`src/design/mtr_pkg.sv`:
```
// Package for the multipole tensor rotation core: beat types, widths,
// pass and output schedules and the full-to-packed index tables.
// No dependencies.
`timescale 1ns / 1ps

package mtr_pkg;

	localparam int WW    = 42;
	localparam int AW    = 77;
	localparam int XW    = 48;
	localparam int TW    = 44;
	localparam int SAT_W = 32;

	typedef enum logic [2:0] {
		K_LOAD_ROT = 3'd0,
		K_LOAD_MP  = 3'd1,
		K_ROT_MP   = 3'd2,
		K_LOAD_POL = 3'd3,
		K_ROT_POL  = 3'd4
	} mtr_kind_t;

	typedef struct packed {
		logic [2:0]         kind;
		logic [4:0]         slot;
		logic signed [31:0] value;
	} mtr_cmd_t;

	typedef struct packed {
		logic               set_kind;
		logic [4:0]         slot_out;
		logic signed [31:0] result_value;
		logic               last;
	} mtr_res_t;

	typedef struct packed {
		logic first;
		logic add;
	} mtr_mac_ctl_t;

	typedef enum logic [1:0] {ST_IDLE, ST_PASS, ST_OUT} mtr_state_t;
	typedef enum logic [1:0] {SM_WORK, SM_DIRECT, SM_QUAD, SM_OCT} mtr_src_t;
	typedef enum logic [1:0] {N3, N9, N27} mtr_len_t;
	typedef enum logic [1:0] {TM_NONE, TM_QUAD, TM_OCT} mtr_trace_t;
	typedef enum logic [2:0] {TR_NONE, TR_Q, TR_X, TR_Y, TR_Z} mtr_trsel_t;
	typedef enum logic [1:0] {F_PLAIN, F_QUAD, F_OCT} mtr_form_t;

	localparam logic [2:0] PASS_DIP   = 3'd0;
	localparam logic [2:0] PASS_Q0    = 3'd1;
	localparam logic [2:0] PASS_Q1    = 3'd2;
	localparam logic [2:0] PASS_O0    = 3'd3;
	localparam logic [2:0] PASS_O1    = 3'd4;
	localparam logic [2:0] PASS_O2    = 3'd5;
	localparam logic [2:0] PASS_P0    = 3'd6;
	localparam logic [2:0] PASS_P1    = 3'd7;

	localparam logic [4:0] POL_BASE   = 5'd19;
	localparam logic [4:0] MP_SLOTS   = 5'd19;
	localparam logic [4:0] MAT_SLOTS  = 5'd9;
	localparam logic [4:0] MP_LAST    = 5'd18;
	localparam logic [4:0] POL_LAST   = 5'd8;

	localparam logic [6:0] R0 = 7'd0;
	localparam logic [6:0] R1 = 7'd32;
	localparam logic [6:0] R2 = 7'd64;
	localparam logic [6:0] R3 = 7'd96;
	localparam logic [6:0] RQ = 7'd112;

	typedef struct packed {
		mtr_src_t   src;
		logic [6:0] src_base;
		logic [4:0] in_base;
		logic [6:0] dst_base;
		mtr_len_t   len;
		logic [1:0] axis;
		mtr_trace_t trace;
	} mtr_pass_t;

	typedef struct packed {
		logic [6:0] addr;
		mtr_form_t  form;
		mtr_trsel_t trsel;
		logic       tr3;
	} mtr_out_t;

	function automatic mtr_pass_t pass_info(input logic [2:0] p);
		mtr_pass_t r;
		r = '{SM_WORK, R0, 5'd0, R0, N9, 2'd0, TM_NONE};
		case (p)
			PASS_DIP: r = '{SM_DIRECT, R0, 5'd0, R3, N3, 2'd0, TM_NONE};
			PASS_Q0:  r = '{SM_QUAD, R0, 5'd0, R0, N9, 2'd0, TM_NONE};
			PASS_Q1:  r = '{SM_WORK, R0, 5'd0, RQ, N9, 2'd1, TM_QUAD};
			PASS_O0:  r = '{SM_OCT, R0, 5'd0, R0, N27, 2'd0, TM_NONE};
			PASS_O1:  r = '{SM_WORK, R0, 5'd0, R1, N27, 2'd1, TM_NONE};
			PASS_O2:  r = '{SM_WORK, R1, 5'd0, R2, N27, 2'd2, TM_OCT};
			PASS_P0:  r = '{SM_DIRECT, R0, POL_BASE, R0, N9, 2'd0, TM_NONE};
			PASS_P1:  r = '{SM_WORK, R0, 5'd0, R1, N9, 2'd1, TM_NONE};
			default:  r = '{SM_WORK, R0, 5'd0, R0, N9, 2'd0, TM_NONE};
		endcase
		return r;
	endfunction

	function automatic logic [4:0] qmap(input logic [4:0] i);
		logic [4:0] s;
		case (i)
			5'd0:    s = 5'd3;
			5'd1:    s = 5'd6;
			5'd2:    s = 5'd7;
			5'd3:    s = 5'd6;
			5'd4:    s = 5'd4;
			5'd5:    s = 5'd8;
			5'd6:    s = 5'd7;
			5'd7:    s = 5'd8;
			5'd8:    s = 5'd5;
			default: s = 5'd3;
		endcase
		return s;
	endfunction

	function automatic logic [4:0] omap(input logic [4:0] i);
		logic [4:0] s;
		case (i)
			5'd0:                                   s = 5'd9;
			5'd13:                                  s = 5'd10;
			5'd26:                                  s = 5'd11;
			5'd1, 5'd3, 5'd9:                       s = 5'd12;
			5'd2, 5'd6, 5'd18:                      s = 5'd13;
			5'd4, 5'd10, 5'd12:                     s = 5'd14;
			5'd14, 5'd16, 5'd22:                    s = 5'd15;
			5'd8, 5'd20, 5'd24:                     s = 5'd16;
			5'd17, 5'd23, 5'd25:                    s = 5'd17;
			default:                                s = 5'd18;
		endcase
		return s;
	endfunction

	function automatic mtr_out_t out_info(input logic pol, input logic [4:0] j);
		mtr_out_t o;
		o = '{R1 + 7'(j), F_PLAIN, TR_NONE, 1'b0};
		if (!pol) begin
			case (j)
				5'd0, 5'd1, 5'd2: o = '{R3 + 7'(j), F_PLAIN, TR_NONE, 1'b0};
				5'd3:  o = '{RQ + 7'd0, F_QUAD, TR_Q, 1'b0};
				5'd4:  o = '{RQ + 7'd4, F_QUAD, TR_Q, 1'b0};
				5'd5:  o = '{RQ + 7'd8, F_QUAD, TR_Q, 1'b0};
				5'd6:  o = '{RQ + 7'd1, F_QUAD, TR_NONE, 1'b0};
				5'd7:  o = '{RQ + 7'd2, F_QUAD, TR_NONE, 1'b0};
				5'd8:  o = '{RQ + 7'd5, F_QUAD, TR_NONE, 1'b0};
				5'd9:  o = '{R2 + 7'd0, F_OCT, TR_X, 1'b1};
				5'd10: o = '{R2 + 7'd13, F_OCT, TR_Y, 1'b1};
				5'd11: o = '{R2 + 7'd26, F_OCT, TR_Z, 1'b1};
				5'd12: o = '{R2 + 7'd1, F_OCT, TR_Y, 1'b0};
				5'd13: o = '{R2 + 7'd2, F_OCT, TR_Z, 1'b0};
				5'd14: o = '{R2 + 7'd4, F_OCT, TR_X, 1'b0};
				5'd15: o = '{R2 + 7'd14, F_OCT, TR_Z, 1'b0};
				5'd16: o = '{R2 + 7'd8, F_OCT, TR_X, 1'b0};
				5'd17: o = '{R2 + 7'd17, F_OCT, TR_Y, 1'b0};
				default: o = '{R2 + 7'd5, F_OCT, TR_NONE, 1'b0};
			endcase
		end
		return o;
	endfunction

	function automatic logic [4:0] lin(input logic [1:0] d2, input logic [1:0] d1,
			input logic [1:0] d0);
		return 5'(d2) * 5'd9 + 5'(d1) * 5'd3 + 5'(d0);
	endfunction

	function automatic logic signed [31:0] sat32(input logic signed [XW-1:0] x);
		logic signed [XW-1:0] mx;
		logic signed [XW-1:0] mn;
		mx = XW'(signed'({1'b0, {(SAT_W-1){1'b1}}}));
		mn = -mx - XW'(1);
		if (x > mx)
			return mx[31:0];
		else if (x < mn)
			return mn[31:0];
		return x[31:0];
	endfunction

endpackage

```
`src/design/mtr_mac.sv`:
```
// Three-term multiply-accumulate of tensor elements by rotation entries,
// with a split 16-bit low product and rounding by 30 bits, half up.
// Depends on mtr_pkg.
`timescale 1ns / 1ps

module mtr_mac (
	input  logic                         clk,
	input  mtr_pkg::mtr_mac_ctl_t        ctl,
	input  logic signed [mtr_pkg::WW-1:0] a,
	input  logic signed [31:0]           r,
	output logic signed [mtr_pkg::WW-1:0] rnd
);
	import mtr_pkg::*;

	logic signed [16:0]      lo_w;
	logic signed [WW-17:0]   hi_w;
	logic signed [48:0]      p_lo_s2;
	logic signed [WW+15:0]   p_hi_s2;
	logic signed [AW-1:0]    term;
	logic signed [AW-1:0]    acc_q;
	logic signed [AW-1:0]    sum;

	assign lo_w = signed'({1'b0, a[15:0]});
	assign hi_w = a[WW-1:16];

	always_ff @(posedge clk) begin
		p_lo_s2 <= lo_w * r;
		p_hi_s2 <= hi_w * r;
		if (ctl.first)
			acc_q <= term;
		else if (ctl.add)
			acc_q <= acc_q + term;
	end

	assign term = (AW'(p_hi_s2) <<< 16) + AW'(p_lo_s2);
	assign sum  = acc_q + signed'({{(AW-30){1'b0}}, 1'b1, 29'd0});
	assign rnd  = sum[30+WW-1:30];

endmodule
```
`config.mk`:
```
export PLATFORM = sky130hd
export DESIGN_NAME = mtr_mac
export DESIGN_NICKNAME = d
export VERILOG_FILES = /design/src/design/mtr_pkg.sv /design/src/design/mtr_mac.sv
export SDC_FILE = /design/constraint.sdc
export NUM_CORES = 2
export LEC_CHECK = 0
export BUFFER_PORTS_ARGS = -buffer_cell sky130_fd_sc_hd__buf_2
export CORE_MARGIN = 2
export CORE_UTILIZATION = 55
export CTS_CLUSTER_SIZE = 16
export DETAILED_ROUTE_END_ITERATION = 12
export PLACE_DENSITY_LB_ADDON = 0.1
export SYNTH_ARGS = -nofsm -noshare
export SYNTH_HDL_FRONTEND = slang
export SYNTH_SLANG_ARGS = --single-unit
```
`constraint.sdc`:
```
create_clock -name clk -period 9.61 [get_ports clk]
set_input_delay 0.961 -clock clk [delete_from_list [all_inputs] [get_ports clk]]
set_output_delay 0.961 -clock clk [all_outputs]
set_load 0.01 [all_outputs]
```
==> out/results.ini <==
[run_status]
outcome = finished, final reports clean

[critical_path]
crit_fanout = 26
path_class = in2reg
worstPathArrival_ns = 8.66
crit_path_max_incr_delay_ns = 0.58
crit_chain = buf_2 -> buf_4 -> nand2_1 -> fa_1 -> inv_1 -> fa_1 -> fa_1 -> fa_1 -> fa_1 -> fa_1 -> inv_1 -> fa_1 -> inv_1 -> ha_1 -> a21oi_1 -> o21ai_0 -> a221oi_1 -> a2bb2oi_1 -> o31ai_2 -> a221o_1 -> o21ai_1 -> o21ai_1 -> nor4b_1 -> a211o_1
end_kind = flip-flop
critPathLaunchType = input port
cp.required_ns = 10.04
worstRegToRegCells = 24
slowest_stage = fa_1
cpMostUsedCell = fa_1

[detailed_routing]
antenna_left = 0
first_pass_iters = 5
num_vias = 43700
vias_per_cell = 5.49
drc = 0
totalWireLength_um = 163000
drtIter0Drc = 2762
routedWlPerCell_um = 20.5

[floorplanning]
rows = 120
die-area_sq_mm = 0.110
die_width_um = 332
die_y_um = 332
coreArea_sq_mm = 0.107
start_util_pct = 55.4
ioPinCount = 119

[grt]
grt_usage_pct = 30.9
antenna_found_initial = 14
grt_max_degree = 85
grt_pass1_vias = 47400
grt_pass1_wl_um = 262000
grt_overflow = 0

[timing]
slew_headroom_pct = 13.1
min_period_over_period_pct = 85.6
tns_ns = 0
setup_viol = 0
worst_pin_slew_ns = 1.30
fmax_ghz = 0.122
skew_ns = 0.0238
slew_viol_final = 0
fin_crit_ns = 8.23
finalHoldViolCount = 0
rsz0062_at_grt = false
hold_slack_ns = 0.558

[clock_network]
root_buffer = clkbuf_16
post_cts_buffers = 0
clock-sinks = 177
clk_pin_slew_worst_paths_ns = 0.08
cts_tree = done
insertion_delay_ns = 0.50
numCtsBuffers = 17
cts_resized = 0
htreeDepth = 4
hold_buffers = 0
clockBufferDepth = 2

[final_layout]
areaGrowthSynthToFinish_pct = 4.30
nets = 8334
drive_gt1_share_pct = 4.68
fill_cells = 9785
multiInputGateArea_sq_mm = 0.0484
register_area_sq_mm = 0.00426
mostFrequentLayoutCell = inv_1
final_cell_mix = inv_1, fa_1, nand2_1

[logic_synthesis]
synth_top_family_by_area = adder cells
yosysWarnings = 0
synth_xor_area_share_pct = 4.03
synth_fa_ha_area_share_pct = 53.3
ys_seq_area_share_pct = 7.21
synthArstFlopShare_pct = 0
post_synth_num_cell_types = 96
syn_inst = 6609
synth_edf_count = 72
synth_nets = 8412
synth_mux_area_share_pct = 0.243
synthesis.area_sq_mm = 0.0592
synth_simple_gate_area_share_pct = 15.7
synth_compound_gate_area_share_pct = 8.43
synthFlopType = dfxtp_1
avgSynthCellArea_sq_um = 8.95
yosys_register_bits = 177

[hold_path]
hold_class = reg2reg
min_path_cells = 2

[placement]
gp_congestion = 0.939
port_buffers = 118
hpwl_um = 133000

[job]
maxCapViolCount = 0

-- cell usage after synthesis, types with 22 or more instances --
cell type	number	area, sq um
nor2b_1	22	138
and3_1	31	194
nand3_1	54	270
nand2_1	970	3640
xor2_1	89	780
and2_1	568	3550
nand2b_1	36	225
xnor2_1	183	1600
fa_1	1327	26600
nor2_1	138	518
edfxtp_1	72	2160
ha_1	399	4990
nand4_1	34	213
a21o_1	122	916
o21bai_1	35	263
clkbuf_1	296	1110
a31oi_1	25	156
dfxtp_1	105	2100
o21ai_0	169	846
a21oi_1	217	1090
o21a_1	27	203
inv_1	1419	5330
a211oi_1	26	195
-- metal layers --
layer  vias to the layer above  track usage (%)  wire, um
li1                      19800                -         -
met1                     22100             40.9     68600
met2                      1477             50.0     74900
met3                       297             7.40     13900
met4                         8             10.2      5770
met5                         -                0        48
-- area by class of cell --
| type | instances | area share [%] |
|---|---|---|
| repair buffers | 213 | 2.18 |
| flip-flops and latches | 177 | 6.91 |
| clock inverters | 15 | 0.330 |
| well taps | 1403 | 2.84 |
| clock buffers | 17 | 0.689 |
| diodes | 11 | 0.0446 |
| inverters | 1420 | 8.64 |
| multi-input cells | 4702 | 78.4 |
-- cells by family after synthesis --
group,Yosys count
AOI/OAI and AO/OA,761
xor gates and xnor gates,272
adders and majority gates,1726
DFF,177
and+or+nand+nor,1930
buffers and inverters,1730
muxes,13
-- flip-flops by register name, summed over array words and instances, names as in the netlist --
name / count
acc_q: 72
p_hi_s2: 56
p_lo_s2: 49
-- path summary, 6_finish.rpt --
| kind | slack, ns | end | start |
|---|---|---|---|
| worst min-delay path | 0.56 | acc_q[11] | p_lo_s2[11] |
| worst max register to register | 3.30 | acc_q[69] | p_lo_s2[16] |
| worst max-delay path | 1.38 | p_hi_s2[53] | r[22] |
| worst min register to register | 0.56 | acc_q[11] | p_lo_s2[11] |
-- critical path, delay by kind of cell --
family	cells	cell delay [ns]
adder cells (fa/ha/maj)	8	3.91
AO/OA/AOI/OAI	9	2.20
buffers and inverters	5	1.10
AND/OR/NAND/NOR	2	0.45
-- per-stage QoR --
step,worst slack [ns],instances,util [%],cell area (sq um)
detailed placement,0.922,7915,57.1,61100
floorplan,2.01,6609,-,59200
CTS,1.45,7947,57.7,61700
global placement,1.08,7915,57.1,61100
global route,1.07,7950,57.7,61700
finish,1.38,7958,57.7,61700
Power is left out: the tool's default activity adds up to more than one toggle a clock period on the data nets, which glitch-free logic cannot reach.
